### src/sv/wlh_pkg.sv
// shared constants for the word length histogram
package wlh_pkg;

    localparam int CHAR_W = 8;
    localparam int CNT_W  = 16;
    localparam int IDX_W  = 4;

    localparam logic [CHAR_W-1:0] CH_SPACE   = 8'd32;
    localparam logic [CHAR_W-1:0] CH_TAB     = 8'd9;
    localparam logic [CHAR_W-1:0] CH_NEWLINE = 8'd10;

    localparam logic [CNT_W-1:0] CNT_MAX = 16'hFFFF;

    typedef logic [CNT_W-1:0] t_count;

endpackage

### src/sv/wlh_ifs.sv
// character input and bin readout channel interfaces
interface wlh_in_if;
    logic                       valid;
    logic                       ready;
    logic [wlh_pkg::CHAR_W-1:0] char_code;
    logic                       end_of_input;

    modport source (output valid, char_code, end_of_input, input ready);
    modport sink (input valid, char_code, end_of_input, output ready);
endinterface

interface wlh_out_if;
    logic                      valid;
    logic                      ready;
    logic [wlh_pkg::IDX_W-1:0] bin_index;
    wlh_pkg::t_count           bin_count;
    wlh_pkg::t_count           longest_word;
    wlh_pkg::t_count           largest_bin;
    logic                      last_bin;

    modport source (output valid, bin_index, bin_count, longest_word, largest_bin, last_bin,
                    input ready);
    modport sink (input valid, bin_index, bin_count, longest_word, largest_bin, last_bin,
                  output ready);
endinterface

### src/sv/wlh_bin_mem.sv
// bin count memory with registered read and per-entry valid bits
module wlh_bin_mem #(
    parameter int DEPTH = 11
) (
    input  logic                     i_clk,
    input  logic                     i_rst_n,
    input  logic                     i_rd_en,
    input  logic [$clog2(DEPTH)-1:0] i_rd_addr,
    input  logic                     i_clr_en,
    input  logic                     i_wr_en,
    input  logic [$clog2(DEPTH)-1:0] i_wr_addr,
    input  wlh_pkg::t_count          i_wr_data,
    output wlh_pkg::t_count          o_rd_data
);

    wlh_pkg::t_count   mem [DEPTH];
    logic [DEPTH-1:0]  r_valid;
    wlh_pkg::t_count   r_rd_data;
    logic              r_rd_valid;

    always_ff @(posedge i_clk) begin
        if (i_wr_en) begin
            mem[i_wr_addr] <= i_wr_data;
        end
        if (i_rd_en) begin
            r_rd_data <= mem[i_rd_addr];
        end
    end

    // entries never written since reset or the last readout read as zero
    always_ff @(posedge i_clk) begin
        if (!i_rst_n) begin
            r_valid    <= '0;
            r_rd_valid <= 1'b0;
        end else begin
            if (i_rd_en) begin
                r_rd_valid <= r_valid[i_rd_addr];
            end
            if (i_clr_en) begin
                r_valid[i_rd_addr] <= 1'b0;
            end
            if (i_wr_en) begin
                r_valid[i_wr_addr] <= 1'b1;
            end
        end
    end

    assign o_rd_data = r_rd_valid ? r_rd_data : '0;

endmodule

### src/sv/word_length_histogram_top.sv
// word length histogram: top level with word tracking and readout sequencer
//
// Input channel i_in carries one character per transaction plus an
// end_of_input flag. Space, tab and newline end a word; end_of_input ends the
// current word too and starts the readout. Characters are taken one per
// cycle outside the readout; a finished word reads its bin from the count
// memory and r_upd_vld then writes the incremented count back.
// Output channel o_out delivers MAX_WORD_LEN+1 transactions after each
// end_of_input, bins 0 to MAX_WORD_LEN in order, the last flagged by
// last_bin, each carrying the longest word length and the largest count.
// The first result follows the S_DRAIN state, which lets the pending bin
// write land, and the memory read of bin 0; results then come one per
// cycle while o_out.ready is high. i_in.ready stays low from the
// end_of_input transaction until the last result is taken.
// A stalled receiver holds the output register; the next memory read is
// issued only when the current result leaves.
// Each bin is cleared as it is read; the word length returns to zero at end_of_input,
// the maxima after the last result. Reset clears the control state and memory valid bits.
module word_length_histogram_top #(
    parameter int MAX_WORD_LEN = 10
) (
    input  logic       i_clk,
    input  logic       i_rst_n,
    wlh_in_if.sink     i_in,
    wlh_out_if.source  o_out
);

    localparam int NUM_BINS = MAX_WORD_LEN + 1;
    localparam int AW       = $clog2(NUM_BINS);
    localparam logic [wlh_pkg::CNT_W-1:0] MAX_LEN = wlh_pkg::CNT_W'(MAX_WORD_LEN);
    localparam logic [AW-1:0] LAST_IDX = AW'(MAX_WORD_LEN);

    typedef enum logic [1:0] {
        S_RUN,
        S_DRAIN,
        S_READ
    } t_state;

    t_state            r_state;
    wlh_pkg::t_count   r_len;
    wlh_pkg::t_count   r_longest;
    wlh_pkg::t_count   r_largest;
    logic              r_upd_vld;
    logic [AW-1:0]     r_upd_addr;
    logic [AW-1:0]     r_idx;
    logic              r_issue_done;
    logic              r_out_valid;
    logic [AW-1:0]     r_out_idx;
    logic              r_out_last;

    logic              in_acc;
    logic              is_sep;
    logic              word_end;
    logic [AW-1:0]     word_addr;
    logic              rd_go;
    logic              mem_rd_en;
    logic [AW-1:0]     mem_rd_addr;
    wlh_pkg::t_count   mem_rd_data;
    wlh_pkg::t_count   n_count;
    logic              out_acc;

    assign i_in.ready = (r_state == S_RUN);
    assign in_acc     = i_in.valid && i_in.ready;
    assign is_sep     = i_in.end_of_input || (i_in.char_code == wlh_pkg::CH_SPACE) ||
                        (i_in.char_code == wlh_pkg::CH_TAB) ||
                        (i_in.char_code == wlh_pkg::CH_NEWLINE);
    assign word_end   = in_acc && is_sep && (r_len != '0);
    assign word_addr  = (r_len <= MAX_LEN) ? AW'(r_len - 1'b1) : LAST_IDX;

    assign out_acc    = r_out_valid && o_out.ready;
    assign rd_go      = (r_state == S_READ) && !r_issue_done && (!r_out_valid || o_out.ready);

    assign mem_rd_en   = word_end || rd_go;
    assign mem_rd_addr = rd_go ? r_idx : word_addr;

    // saturating increment of the bin read on the previous cycle
    assign n_count = (mem_rd_data == wlh_pkg::CNT_MAX) ? mem_rd_data : mem_rd_data + 1'b1;

    wlh_bin_mem #(
        .DEPTH (NUM_BINS)
    ) u_bin_mem (
        .i_clk     (i_clk),
        .i_rst_n   (i_rst_n),
        .i_rd_en   (mem_rd_en),
        .i_rd_addr (mem_rd_addr),
        .i_clr_en  (rd_go),
        .i_wr_en   (r_upd_vld),
        .i_wr_addr (r_upd_addr),
        .i_wr_data (n_count),
        .o_rd_data (mem_rd_data)
    );

    always_ff @(posedge i_clk) begin
        if (!i_rst_n) begin
            r_state      <= S_RUN;
            r_len        <= '0;
            r_longest    <= '0;
            r_largest    <= '0;
            r_upd_vld    <= 1'b0;
            r_idx        <= '0;
            r_issue_done <= 1'b0;
            r_out_valid  <= 1'b0;
            r_out_last   <= 1'b0;
        end else begin
            r_upd_vld <= word_end;
            if (word_end) begin
                r_upd_addr <= word_addr;
                if (r_len > r_longest) begin
                    r_longest <= r_len;
                end
            end
            if (r_upd_vld && (n_count > r_largest)) begin
                r_largest <= n_count;
            end

            unique case (r_state)
                S_RUN: begin
                    if (in_acc) begin
                        if (is_sep) begin
                            r_len <= '0;
                        end else if (r_len != wlh_pkg::CNT_MAX) begin
                            r_len <= r_len + 1'b1;
                        end
                        if (i_in.end_of_input) begin
                            r_state <= S_DRAIN;
                        end
                    end
                end
                // lets the final bin write land before the readout reads
                S_DRAIN: begin
                    r_idx        <= '0;
                    r_issue_done <= 1'b0;
                    r_state      <= S_READ;
                end
                S_READ: begin
                    if (rd_go) begin
                        r_out_valid <= 1'b1;
                        r_out_idx   <= r_idx;
                        r_out_last  <= (r_idx == LAST_IDX);
                        if (r_idx == LAST_IDX) begin
                            r_issue_done <= 1'b1;
                        end else begin
                            r_idx <= r_idx + 1'b1;
                        end
                    end else if (out_acc) begin
                        r_out_valid <= 1'b0;
                    end
                    if (out_acc && r_out_last) begin
                        r_out_last  <= 1'b0;
                        r_longest   <= '0;
                        r_largest   <= '0;
                        r_state     <= S_RUN;
                    end
                end
                default: begin
                    r_state <= S_RUN;
                end
            endcase
        end
    end

    assign o_out.valid        = r_out_valid;
    assign o_out.bin_index    = wlh_pkg::IDX_W'(r_out_idx);
    assign o_out.bin_count    = mem_rd_data;
    assign o_out.longest_word = r_longest;
    assign o_out.largest_bin  = r_largest;
    assign o_out.last_bin     = r_out_last;

    a_no_update_in_readout: assert property (@(posedge i_clk) disable iff (!i_rst_n)
        (r_state == S_READ) |-> !r_upd_vld)
        else $error("bin update pending during readout");

    a_out_only_in_readout: assert property (@(posedge i_clk) disable iff (!i_rst_n)
        r_out_valid |-> (r_state == S_READ))
        else $error("result valid outside readout");

    a_clear_after_last: assert property (@(posedge i_clk) disable iff (!i_rst_n)
        (out_acc && r_out_last) |=> (r_longest == '0 && r_largest == '0 && r_state == S_RUN))
        else $error("maxima not cleared after last transaction");

    a_len_zero_in_readout: assert property (@(posedge i_clk) disable iff (!i_rst_n)
        (r_state == S_READ || r_state == S_DRAIN) |-> (r_len == '0))
        else $error("word length not cleared at end of input");

    a_read_not_after_done: assert property (@(posedge i_clk) disable iff (!i_rst_n)
        (rd_go && r_idx == LAST_IDX) |=> !rd_go)
        else $error("read issued past last bin");

endmodule

### src/flat_wrapper.sv
// flat-port wrapper written by rule: the top's interface ports become plain ports
module word_length_histogram_top_flat 
#(
    parameter int MAX_WORD_LEN = 10
)
  (i_clk, i_rst_n, i_in_valid, i_in_char_code, i_in_end_of_input, i_in_ready, o_out_valid, o_out_bin_index, o_out_bin_count, o_out_longest_word, o_out_largest_bin, o_out_last_bin, o_out_ready);
  wlh_in_if i_in_i ();
  wlh_out_if o_out_i ();
  input  logic i_clk;
  input  logic i_rst_n;
  input wire logic [$bits(i_in_i.valid)-1:0] i_in_valid;
  input wire logic [$bits(i_in_i.char_code)-1:0] i_in_char_code;
  input wire logic [$bits(i_in_i.end_of_input)-1:0] i_in_end_of_input;
  output wire logic [$bits(i_in_i.ready)-1:0] i_in_ready;
  output wire logic [$bits(o_out_i.valid)-1:0] o_out_valid;
  output wire logic [$bits(o_out_i.bin_index)-1:0] o_out_bin_index;
  output wire logic [$bits(o_out_i.bin_count)-1:0] o_out_bin_count;
  output wire logic [$bits(o_out_i.longest_word)-1:0] o_out_longest_word;
  output wire logic [$bits(o_out_i.largest_bin)-1:0] o_out_largest_bin;
  output wire logic [$bits(o_out_i.last_bin)-1:0] o_out_last_bin;
  input wire logic [$bits(o_out_i.ready)-1:0] o_out_ready;
  assign i_in_i.valid = i_in_valid;
  assign i_in_i.char_code = i_in_char_code;
  assign i_in_i.end_of_input = i_in_end_of_input;
  assign i_in_ready = i_in_i.ready;
  assign o_out_valid = o_out_i.valid;
  assign o_out_bin_index = o_out_i.bin_index;
  assign o_out_bin_count = o_out_i.bin_count;
  assign o_out_longest_word = o_out_i.longest_word;
  assign o_out_largest_bin = o_out_i.largest_bin;
  assign o_out_last_bin = o_out_i.last_bin;
  assign o_out_i.ready = o_out_ready;
  word_length_histogram_top #(.MAX_WORD_LEN(MAX_WORD_LEN)) u_core (.i_clk(i_clk), .i_rst_n(i_rst_n), .i_in(i_in_i), .o_out(o_out_i));
endmodule
### config.mk
export PLATFORM = sky130hd
export DESIGN_NAME = word_length_histogram_top_flat
export DESIGN_NICKNAME = d
export VERILOG_FILES = /design/src/sv/wlh_pkg.sv /design/src/sv/wlh_ifs.sv /design/src/sv/wlh_bin_mem.sv /design/src/sv/word_length_histogram_top.sv /design/src/flat_wrapper.sv
export SDC_FILE = /design/constraint.sdc
export NUM_CORES = 1
export LEC_CHECK = 0
export BUFFER_PORTS_ARGS = -buffer_cell sky130_fd_sc_hd__buf_2
export CORE_MARGIN = 4
export CORE_UTILIZATION = 42
export DETAILED_ROUTE_END_ITERATION = 16
export GPL_TIMING_DRIVEN = 0
export PLACE_DENSITY = 0.58
export SYNTH_ARGS = -nofsm -noshare
export SYNTH_HDL_FRONTEND = slang
export SYNTH_HIERARCHICAL = 1
export SYNTH_SLANG_ARGS = --single-unit
### constraint.sdc
create_clock -name i_clk -period 3.7 [get_ports i_clk]
set_input_delay 0.925 -clock i_clk [delete_from_list [all_inputs] [get_ports i_clk]]
set_output_delay 0.925 -clock i_clk [all_outputs]
set_load 0.01 [all_outputs]
==> impl_metrics.toml, run 1 <==
[timing]
skew_ns = 0.01103
tns_ns = 0
layout_setup_ws_ns = 0.1174
tightest_slew_ns = 0.9993
finalHoldViolations = 0
rsz0062_at_grt = "yes"
finalCritPeriodShare_pct = 96.83
hold_slack_ns = 0.4892
period_needed_ns = 3.583
relSlewSlack_pct = 32.68
slew_viol_final = 0
final-setup-viol-count = 0
max_freq_ghz = 0.2791

[synthesis]
yosysUniqueCellTypes = 71
syn_inst = 909
ys_warn_count = 6
syn_avg_cell_area_um2 = 13.33
synth_top_area_share_pct = 49.57
async_reset_ff_share_pct = 0
yosys.area.top_type = "edfxtp_1"
synth_edf_count = 200
synth-seq-cells = 270
yosysSeqAreaShare_pct = 61.14
synth_ff_type = "edfxtp_1"
synth_nets = 960
netlist_top_cells_area = "edfxtp_1 50%, dfxtp_1 12%, mux4_2 5.9%"
syn_area_mm2 = 0.01212

[global_routing]
grt_max_degree = 20
antenna_found_initial = 0
track_usage_pct = 18.28
gr-total-overflow = 0
grt_pass1_wl_um = 44930
grt_pass1_vias = 7721

[finish]
num-fill-cells = 2409
finalNetCount = 1109
mostFrequentLayoutCell = "edfxtp_1"
fin_area_mm2 = 0.01481
drive_gt1_share_pct = 28.64
syn2layout_area_growth_pct = 22.23
layout_common_cells = "200 x edfxtp_1, 80 x buf_2, 69 x dfxtp_1, 52 x a21oi_1, 51 x nand2_1"
num_antenna_cells = 0

[floorplanning]
die_x_um = 177.8
die_h_um = 177.8
dieArea_mm2 = 0.03163
rows = 61
initial_core_util_pct = 43.14
ios = 68
core_area_mm2 = 0.02809

[critical_path]
r2r_cells = 15
r2r_slack_ns = 0.12
start_kind = "flip-flop"
rr_startpoint = "u_core/u_bin_mem/r_rd_valid"
reg2reg_to = "u_core/o_out.largest_bin[11]"
cp_data_required_time_ns = 4.13
worstPathArrival_ns = 4.02
cp_max_fo = 6
setup.worst_path.end_class = "flip-flop"
critPathKind = "reg2reg"

[clock_network]
cts_hold_buf = 0
cts_tree = "built"
clkSinkCount = 270
cts_buffers = 28
insertion_delay_ns = 0.54
clk_pin_slew_ns = 0.06
clockBufferDepth = 3
cts_htree_levels = 1
cts-root-buf = "clkbuf_16"

[route]
routed_wirelength_um = 29680
dr.pass1.iters = 5
viasPerCell = 5.463
drt_iter0_drc = 576
ant_nets = 0
drcViolationCount = 0
post_drt_wl_per_cell_um = 20.37
num_vias = 7960

[place]
dp_slack_ns = -1.153
gp_congestion = 0.7913
hpwl_um = 19600
dpl_cell_area_mm2 = 0.01312
place.port_buffers = 67

[run]
drv_cap = 0

[min_path]
hold_end = "u_core/o_out.largest_bin[8]"
hp-class = "reg2reg"
hold_depth = 2
holdCritStartpoint = "u_core/o_out.largest_bin[8]"

[run_status]
outcome = "finished clean"

[power]
clkPwrFrac_pct = 38.4
internal_power_mw = 5.111
power_frac_seq_pct = 48.6
switching_power_mw = 1.687
sw_frac_of_total_pct = 24.81
combPwrFrac_pct = 13.0
max-vdd-ir-drop_mv = 0.3064
leakage_nw = 5.475
power_density_mw_per_mm2 = 459.0
-- Yosys cell counts (all sizes together) (18+ instances only) --
library cell	instances
mux4	32
edfxtp	200
a21oi	55
o21ai	43
dfxtp	70
ha	38
mux2i	23
o21a	27
buf	29
inv	40
and2	21
xor2	20
nand3	48
nor2	41
a22oi	18
nand2	54
-- logic make-up (layout without fill, tap and decap cells) --
| family | Yosys count | count (layout) | synth area share (%) |
|---|---|---|---|
| XOR/XNOR | 26 | 26 | 1.880 |
| multiplexers | 58 | 59 | 8.159 |
| buffers and inverters | 85 | 254 | 3.676 |
| AND/OR/NAND/NOR | 243 | 243 | 10.86 |
| AO/OA/AOI/OAI | 189 | 189 | 10.36 |
| flip-flops | 270 | 270 | 61.14 |
| adder cells (fa/ha/maj) | 38 | 38 | 3.924 |
-- timing repair --
item | 4_1_cts | 5_1_grt
cloned | 0 | 2
buffers inserted | 21 | 20
endpoints found under the setup margin | 16 | 16
gates resized for setup | 48 | 47
pin swaps | 13 | 20
-- layout make-up --
class	instances	area (um^2)	share of cell area, %
repair buffers	119	820.8	5.542
multi-input cells	555	4800	32.41
clock inverters	17	125.1	0.8449
clock buffers	34	723.2	4.883
well taps	378	473.0	3.194
plain buffers	44	306.5	2.070
flip-flops and latches	270	7411	50.04
inverters	40	150.1	1.014
-- critical path, stage by stage (launching register included) --
cell	delay, ns
dfxtp_4	0.37
buf_6	0.13
and2_4	0.17
ha_1	0.22
and2_4	0.21
a211oi_4	0.28
nand3_2	0.17
xnor2_4	0.22
ha_4	0.30
nand4_1	0.16
or3_1	0.39
a21o_1	0.19
a31oi_4	0.24
buf_6	0.13
nor3_1	0.03
a31o_2	0.25
-- through the flow --
stage	std cells	utilization, %	power [mW]
2_1_floorplan	909	-	3.924
3_3_place_gp	1354	46.09	4.146
3_5_place_dp	1366	46.72	4.156
4_1_cts	1437	51.24	6.816
5_1_grt	1457	52.73	7.076
6_report	1457	52.73	6.797
-- flip-flops by register name (all words and copies together) (netlist names) --
register,cells
u_core/o_out.last_bin,1
u_core/u_bin_mem/mem,176
u_core/r_upd_addr,4
u_core/r_upd_vld,1
u_core/u_bin_mem/r_valid,11
u_core/r_idx,4
u_core/o_out.largest_bin,16
u_core/r_state,2
u_core/o_out.longest_word,16
u_core/r_issue_done,1
u_core/o_out.valid,1
u_core/u_bin_mem/r_rd_data,16
u_core/o_out.bin_index,4
u_core/r_len,16
u_core/u_bin_mem/r_rd_valid,1
-- how the worst max path moves through the flow --
| stage | from | end | slack [ns] | depth (start not counted) |
|---|---|---|---|---|
| after detailed placement | u_core/u_bin_mem/r_rd_valid | u_core/o_out.largest_bin[2] | -1.15 | 15 |
| after global placement | u_core/u_bin_mem/r_rd_valid | u_core/o_out.largest_bin[2] | -1.06 | 15 |
| final | u_core/u_bin_mem/r_rd_valid | u_core/o_out.largest_bin[11] | 0.12 | 15 |
| after floorplan | u_core/u_bin_mem/r_rd_valid | u_core/o_out.largest_bin[11] | 0.02 | 15 |
| after CTS | u_core/u_bin_mem/r_rd_valid | u_core/o_out.largest_bin[2] | 0.0003 | 17 |
| after global routing | u_core/u_bin_mem/r_rd_valid | u_core/o_out.largest_bin[9] | -0.03 | 17 |
-- power by group through the flow --
stage	logic, mW	registers (mW)	clock network, mW
2_1_floorplan	0.561	3.36	0
5_1_grt	0.959	3.30	2.81
3_5_place_dp	0.788	3.37	0
6_report	0.881	3.30	2.61
3_3_place_gp	0.779	3.37	0
4_1_cts	0.837	3.30	2.68
-- per-layer routing --
metal	vias up	routed length, um	track usage (%)
li1	3745	-	-
met1	3964	14850	28.85
met2	213	12960	27.12
met3	38	1391	2.386
met4	0	479	3.899
met5	-	0	0
Note: power is estimated with default switching activity, not from simulation.
==> inputs of run 2 (changes only) <==
--- a/config.mk
+++ b/config.mk
@@ -7,10 +7,10 @@
 export LEC_CHECK = 0
 export BUFFER_PORTS_ARGS = -buffer_cell sky130_fd_sc_hd__buf_2
 export CORE_MARGIN = 4
-export CORE_UTILIZATION = 42
+export CORE_UTILIZATION = 40
 export DETAILED_ROUTE_END_ITERATION = 16
 export GPL_TIMING_DRIVEN = 0
-export PLACE_DENSITY = 0.58
+export PLACE_DENSITY = 0.55
 export SYNTH_ARGS = -nofsm -noshare
 export SYNTH_HDL_FRONTEND = slang
 export SYNTH_HIERARCHICAL = 1
==> constraint.sdc (replaced) <==
create_clock -name i_clk -period 2.9 [get_ports i_clk]
set_input_delay 0.725 -clock i_clk [delete_from_list [all_inputs] [get_ports i_clk]]
set_output_delay 0.725 -clock i_clk [all_outputs]
set_load 0.01 [all_outputs]
==> run 2 against run 1 <==
The run now ends with setup timing left. Hold slack worse by 0.067 ns. Sequential power up 28%. Register-to-register slack worse by 0.79 ns. Routed wire length down 0.41%. Worst setup slack worse by 0.79 ns. Non-clock buffer count up 17. Clock-buffer cell count up 6. Global-route usage down 0.51 points. First-iteration DRC count up 12%. Sequential share of layout area down 1.2 points. Utilization down 1.7 points. Largest cell class unchanged.
==> impl_metrics.toml, run 2 (synthesis gave the netlist of run 1 again) <==
[finish]
fin_cells = 1488
drive_gt1_share_pct = 33.70
num-fill-cells = 2566
layout_common_cells = "200 x edfxtp_1, 73 x buf_2, 61 x dfxtp_1, 53 x buf_4, 51 x a21oi_1"
largest_reg_flops = 176
regMostFlops = "u_core/u_bin_mem/mem"
final_util_pct = 51.02
fin_area_mm2 = 0.01520
finalNetCount = 1126
num_antenna_cells = 0
mostFrequentLayoutCell = "edfxtp_1"
regArea_mm2 = 0.007423
multi_input_area_mm2 = 0.004905
syn2layout_area_growth_pct = 25.48

[timing]
slew_viol_final = 0
rsz0062_at_grt = "yes"
layout_setup_ws_ns = -0.6746
skew_ns = 0.02331
hold_slack_ns = 0.4226
period_needed_ns = 3.575
tightest_slew_ns = 0.9817
relSlewSlack_pct = 33.86
final-setup-viol-count = 16
tns_ns = -10.44
finalHoldViolations = 0
finalCritPeriodShare_pct = 123.3
max_freq_ghz = 0.2797

[critical_path]
rr_startpoint = "u_core/u_bin_mem/r_rd_valid"
r2r_slack_ns = -0.67
setup.worst_path.end_class = "flip-flop"
cp_data_required_time_ns = 3.40
critPathKind = "reg2reg"
r2r_cells = 15
start_kind = "flip-flop"
worstPathArrival_ns = 4.07
cp-endpoint = "u_core/o_out.largest_bin[0]"
crit_start = "u_core/u_bin_mem/r_rd_valid"
reg2reg_to = "u_core/o_out.largest_bin[0]"
cp_max_fo = 10

[clock_network]
cts_tree = "built"
cts_htree_levels = 1
insertion_delay_ns = 0.56
cts-root-buf = "clkbuf_16"
clk_pin_slew_ns = 0.06
clockBufferDepth = 3
clkSinkCount = 270
cts_buffers = 29

[route]
routed_wirelength_um = 29560
dr.pass1.iters = 5
num_vias = 7870
ant_nets = 0
drcViolationCount = 0
drt_iter0_drc = 643
viasPerCell = 5.289
post_drt_wl_per_cell_um = 19.86

[min_path]
hp-class = "in2reg"
hold_depth = 3

[floorplanning]
initial_core_util_pct = 40.66
rows = 63
ios = 68
core_area_mm2 = 0.02980
die_h_um = 182.0
die_x_um = 182.0
dieArea_mm2 = 0.03314

[run_status]
violations = "setup timing"
outcome = "finished, violations left"

[place]
place.port_buffers = 67
place_inst = 1377
gp_congestion = 0.7716
dpl_cell_area_mm2 = 0.01336
hpwl_um = 19560
dp_slack_ns = -1.298

[global_routing]
grt_pass1_vias = 7915
grt_pass1_wl_um = 46660
antenna_found_initial = 0
gr-total-overflow = 0
grt_max_degree = 20
track_usage_pct = 17.77

[power]
total_power_mw = 8.773
leakage_nw = 5.672
power_density_mw_per_mm2 = 577.1
max-vdd-ir-drop_mv = 0.4016

[run]
drv_cap = 0
[run 2: cell count changes in the layout (fill, tap and decap cells not counted), sizes merged]
cell    previous run  this run
buf              148       160
clkbuf            49        60
clkinv            14        12
bufinv             1         0
mux2               4         3
[run 2: report_power, final]
part / leakage, nW / switching (mW) / internal, mW / total (mW)
clock network: 0.423 / 1.47 / 1.90 / 3.36
logic: 2.85 / 0.678 / 0.519 / 1.20
registers: 2.40 / 0.0182 / 4.20 / 4.21
[run 2: timing repair]
item,in CTS,in global routing
pin swaps,30,19
resized for setup,73,53
cloned,5,0
endpoints found under the setup margin,62,33
setup buffers,44,11
hold buffers,0,0
[run 2: area by class of cell]
cell class	count	area share, %
Tap cell	390	3.210
Buffer	43	2.387
Inverter	40	1.004
Clock inverter	14	0.5185
Timing Repair Buffer	137	6.609
Clock buffer	40	5.177
Sequential cell	270	48.83
Multi-Input combinational cell	554	32.26
[run 2: layer usage]
| layer | part of all wire, % | vias up | track usage [%] |
|---|---|---|---|
| li1 | - | 3778 | - |
| met1 | 49 | 3883 | 26.90 |
| met2 | 45 | 177 | 27.10 |
| met3 | 5.2 | 32 | 3.365 |
| met4 | 1.2 | 0 | 3.182 |
| met5 | 0 | - | 0 |
[run 2: critical path: stages, from the launching register on]
cell and delay (ns):
dfxtp_4 0.39, clkbuf_8 0.16, and2_1 0.28, nand3_1 0.22, nor3_4 0.32, a211oi_4 0.12
buf_4 0.16, xor2_4 0.19, ha_4 0.30, nand4_1 0.12, or3_1 0.38, a21o_1 0.19
a31oi_4 0.31, buf_6 0.22, nand3_2 0.08, o21ai_1 0.09
[run 2: worst min-delay path by stage]
stage | slack, ns | startpoint | endpoint
CTS | 0.40 | i_in_end_of_input | u_core/r_state[0]
global placement | 0.48 | u_core/o_out.longest_word[5] | u_core/o_out.longest_word[5]
global route | 0.42 | i_in_end_of_input | u_core/r_state[0]
finish | 0.42 | i_in_end_of_input | u_core/r_state[0]
floorplan | 0.47 | u_core/r_idx[3] | u_core/o_out.bin_index[3]
detailed placement | 0.48 | u_core/o_out.largest_bin[0] | u_core/o_out.largest_bin[0]
==> inputs of run 3 (changes only) <==
--- a/config.mk
+++ b/config.mk
@@ -6,11 +6,13 @@
 export NUM_CORES = 1
 export LEC_CHECK = 0
 export BUFFER_PORTS_ARGS = -buffer_cell sky130_fd_sc_hd__buf_2
+export CELL_PAD_IN_SITES_DETAIL_PLACEMENT = 1
+export CELL_PAD_IN_SITES_GLOBAL_PLACEMENT = 1
 export CORE_MARGIN = 4
 export CORE_UTILIZATION = 40
 export DETAILED_ROUTE_END_ITERATION = 16
 export GPL_TIMING_DRIVEN = 0
-export PLACE_DENSITY = 0.55
+export PLACE_DENSITY = 0.65
 export SYNTH_ARGS = -nofsm -noshare
 export SYNTH_HDL_FRONTEND = slang
 export SYNTH_HIERARCHICAL = 1
==> run 3 against run 2 <==
The run still ends with setup timing left. Hold slack worse by 0.0047 ns. Flip-flop and latch count stayed put. Utilization is 1.3 points higher. Critical path depth is 3 higher. First-iteration DRC count is 3.4% lower. Critical endpoint is now u_core/o_out.largest_bin[11]. Largest power group unchanged.
==> impl_metrics.toml, run 3 (synthesis gave the netlist of run 1 again) <==
[min_path]
hp-class = "in2reg"
hold_depth = 3

[finish]
regMostFlops = "u_core/u_bin_mem/mem"
largest_reg_flops = 176
drive_gt1_share_pct = 37.24
num_antenna_cells = 0
regArea_mm2 = 0.007436
multi_input_area_mm2 = 0.005064
syn2layout_area_growth_pct = 28.71
layout_common_cells = "200 x edfxtp_1, 74 x buf_2, 64 x buf_4, 59 x dfxtp_1, 49 x a21oi_1"
mostFrequentLayoutCell = "edfxtp_1"
finalNetCount = 1137
num-fill-cells = 2982
fin_area_mm2 = 0.01559
fin_cells = 1499

[timing]
period_needed_ns = 3.645
layout_setup_ws_ns = -0.7454
final-setup-viol-count = 16
slew_viol_final = 0
skew_ns = 0.01479
relSlewSlack_pct = 26.45
max_freq_ghz = 0.2743
finalHoldViolations = 0
rsz0062_at_grt = "yes"
finalCritPeriodShare_pct = 125.7
tightest_slew_ns = 1.092
tns_ns = -11.21

[critical_path]
cp_data_required_time_ns = 3.35
worstPathArrival_ns = 4.09
cp_max_fo = 8
critPathKind = "reg2reg"
setup.worst_path.end_class = "flip-flop"
start_kind = "flip-flop"
r2r_cells = 18

[run_status]
outcome = "finished, violations left"
violations = "setup timing"

[global_routing]
gr-total-overflow = 0
grt_max_degree = 20
track_usage_pct = 20.25
grt_pass1_vias = 8676
grt_pass1_wl_um = 52180
antenna_found_initial = 1

[place]
dp_slack_ns = -1.440
dpl_cell_area_mm2 = 0.01335
gp_congestion = 0.7809
place_inst = 1376
place.port_buffers = 67
hpwl_um = 21640

[floorplanning]
die_x_um = 182.0
initial_core_util_pct = 40.66
dieArea_mm2 = 0.03314
rows = 63
core_area_mm2 = 0.02980
ios = 68
die_h_um = 182.0

[power]
leakage_nw = 5.795
power_density_mw_per_mm2 = 601.8
max-vdd-ir-drop_mv = 0.3947
total_power_mw = 9.385

[clock_network]
cts-root-buf = "clkbuf_16"
cts_buffers = 29
cts_tree = "built"
clk_pin_slew_ns = 0.06
insertion_delay_ns = 0.56
cts_htree_levels = 1
clkSinkCount = 270
cts_hold_buf = 0
clockBufferDepth = 3

[run]
drv_cap = 0

[route]
num_vias = 8135
routed_wirelength_um = 33730
drcViolationCount = 0
dr.pass1.iters = 6
post_drt_wl_per_cell_um = 22.50
ant_nets = 0
drt_iter0_drc = 621
viasPerCell = 5.427
run 3: changes by cell type in the layout (fill, tap and decap cells not counted), moves of 5 or more:
cell / previous run / this run
o31ai_1: 7 / 2
clkinv_1: 7 / 1
o21ai_1: 5 / 15
bufinv_16: 0 / 5
o21ai_0: 36 / 24
clkbuf_1: 15 / 9
buf_4: 53 / 64
run 3: per-stage QoR:
step	utilization (%)	hold slack, ns
after global routing	52.33	0.3961
after global placement	44.24	0.4747
final	52.33	0.4179
after detailed placement	44.81	0.4836
after floorplan	-	0.4721
after CTS	51.27	0.3902
run 3: power breakdown:
part,leakage [nW],total [mW],internal [mW],switching [mW]
combinational,2.90,1.27,0.535,0.737
clock,0.490,3.90,2.34,1.56
sequential,2.40,4.21,4.19,0.0203
total,5.80,9.38,7.07,2.32
run 3: layout make-up:
cell class                 count  share of cell area (%)
clock buffer                  35                   4.927
sequential                   270                   47.69
tap                          390                   3.129
buffer                        43                   2.439
inverter                      40                  0.9789
timing repair buffer         148                   6.820
multi-input combinational    554                   32.47
clock inverter                19                   1.549
run 3: per-layer routing:
| layer | vias to the layer above | GRT usage (%) | share of wire [%] |
|---|---|---|---|
| met5 | - | 0 | 0 |
| li1 | 3813 | - | - |
| met2 | 201 | 32.36 | 46 |
| met4 | 0 | 3.723 | 1.3 |
| met1 | 4087 | 29.73 | 47 |
| met3 | 34 | 3.205 | 5.7 |
run 3: worst paths after layout:
| kind | start | endpoint | slack (ns) |
|---|---|---|---|
| max | u_core/u_bin_mem/r_rd_valid | u_core/o_out.largest_bin[11] | -0.75 |
| max reg2reg | u_core/u_bin_mem/r_rd_valid | u_core/o_out.largest_bin[11] | -0.75 |
| min reg2reg | u_core/o_out.longest_word[12] | u_core/o_out.longest_word[12] | 0.50 |
| min | i_in_end_of_input | u_core/r_state[0] | 0.42 |
run 3: critical path: stages, from the launching register on:
cell and delay [ns]:
dfxtp_4 0.42, buf_8 0.13, and2_4 0.15, nand4_1 0.09, buf_6 0.14, buf_6 0.11
nor4_4 0.29, buf_4 0.21, a21oi_2 0.08, a21oi_4 0.29, ha_4 0.26, buf_4 0.14
a21oi_1 0.16, nand2_1 0.09, a221oi_2 0.31, a31oi_4 0.15, buf_6 0.14, buf_6 0.13
a31o_2 0.24
run 3: what timing repair did:
action,4_1_cts,5_1_grt
gates resized for setup,106,73
setup endpoints to repair,84,33
pin swaps,28,23
buffers inserted,55,11
gates cloned,6,0
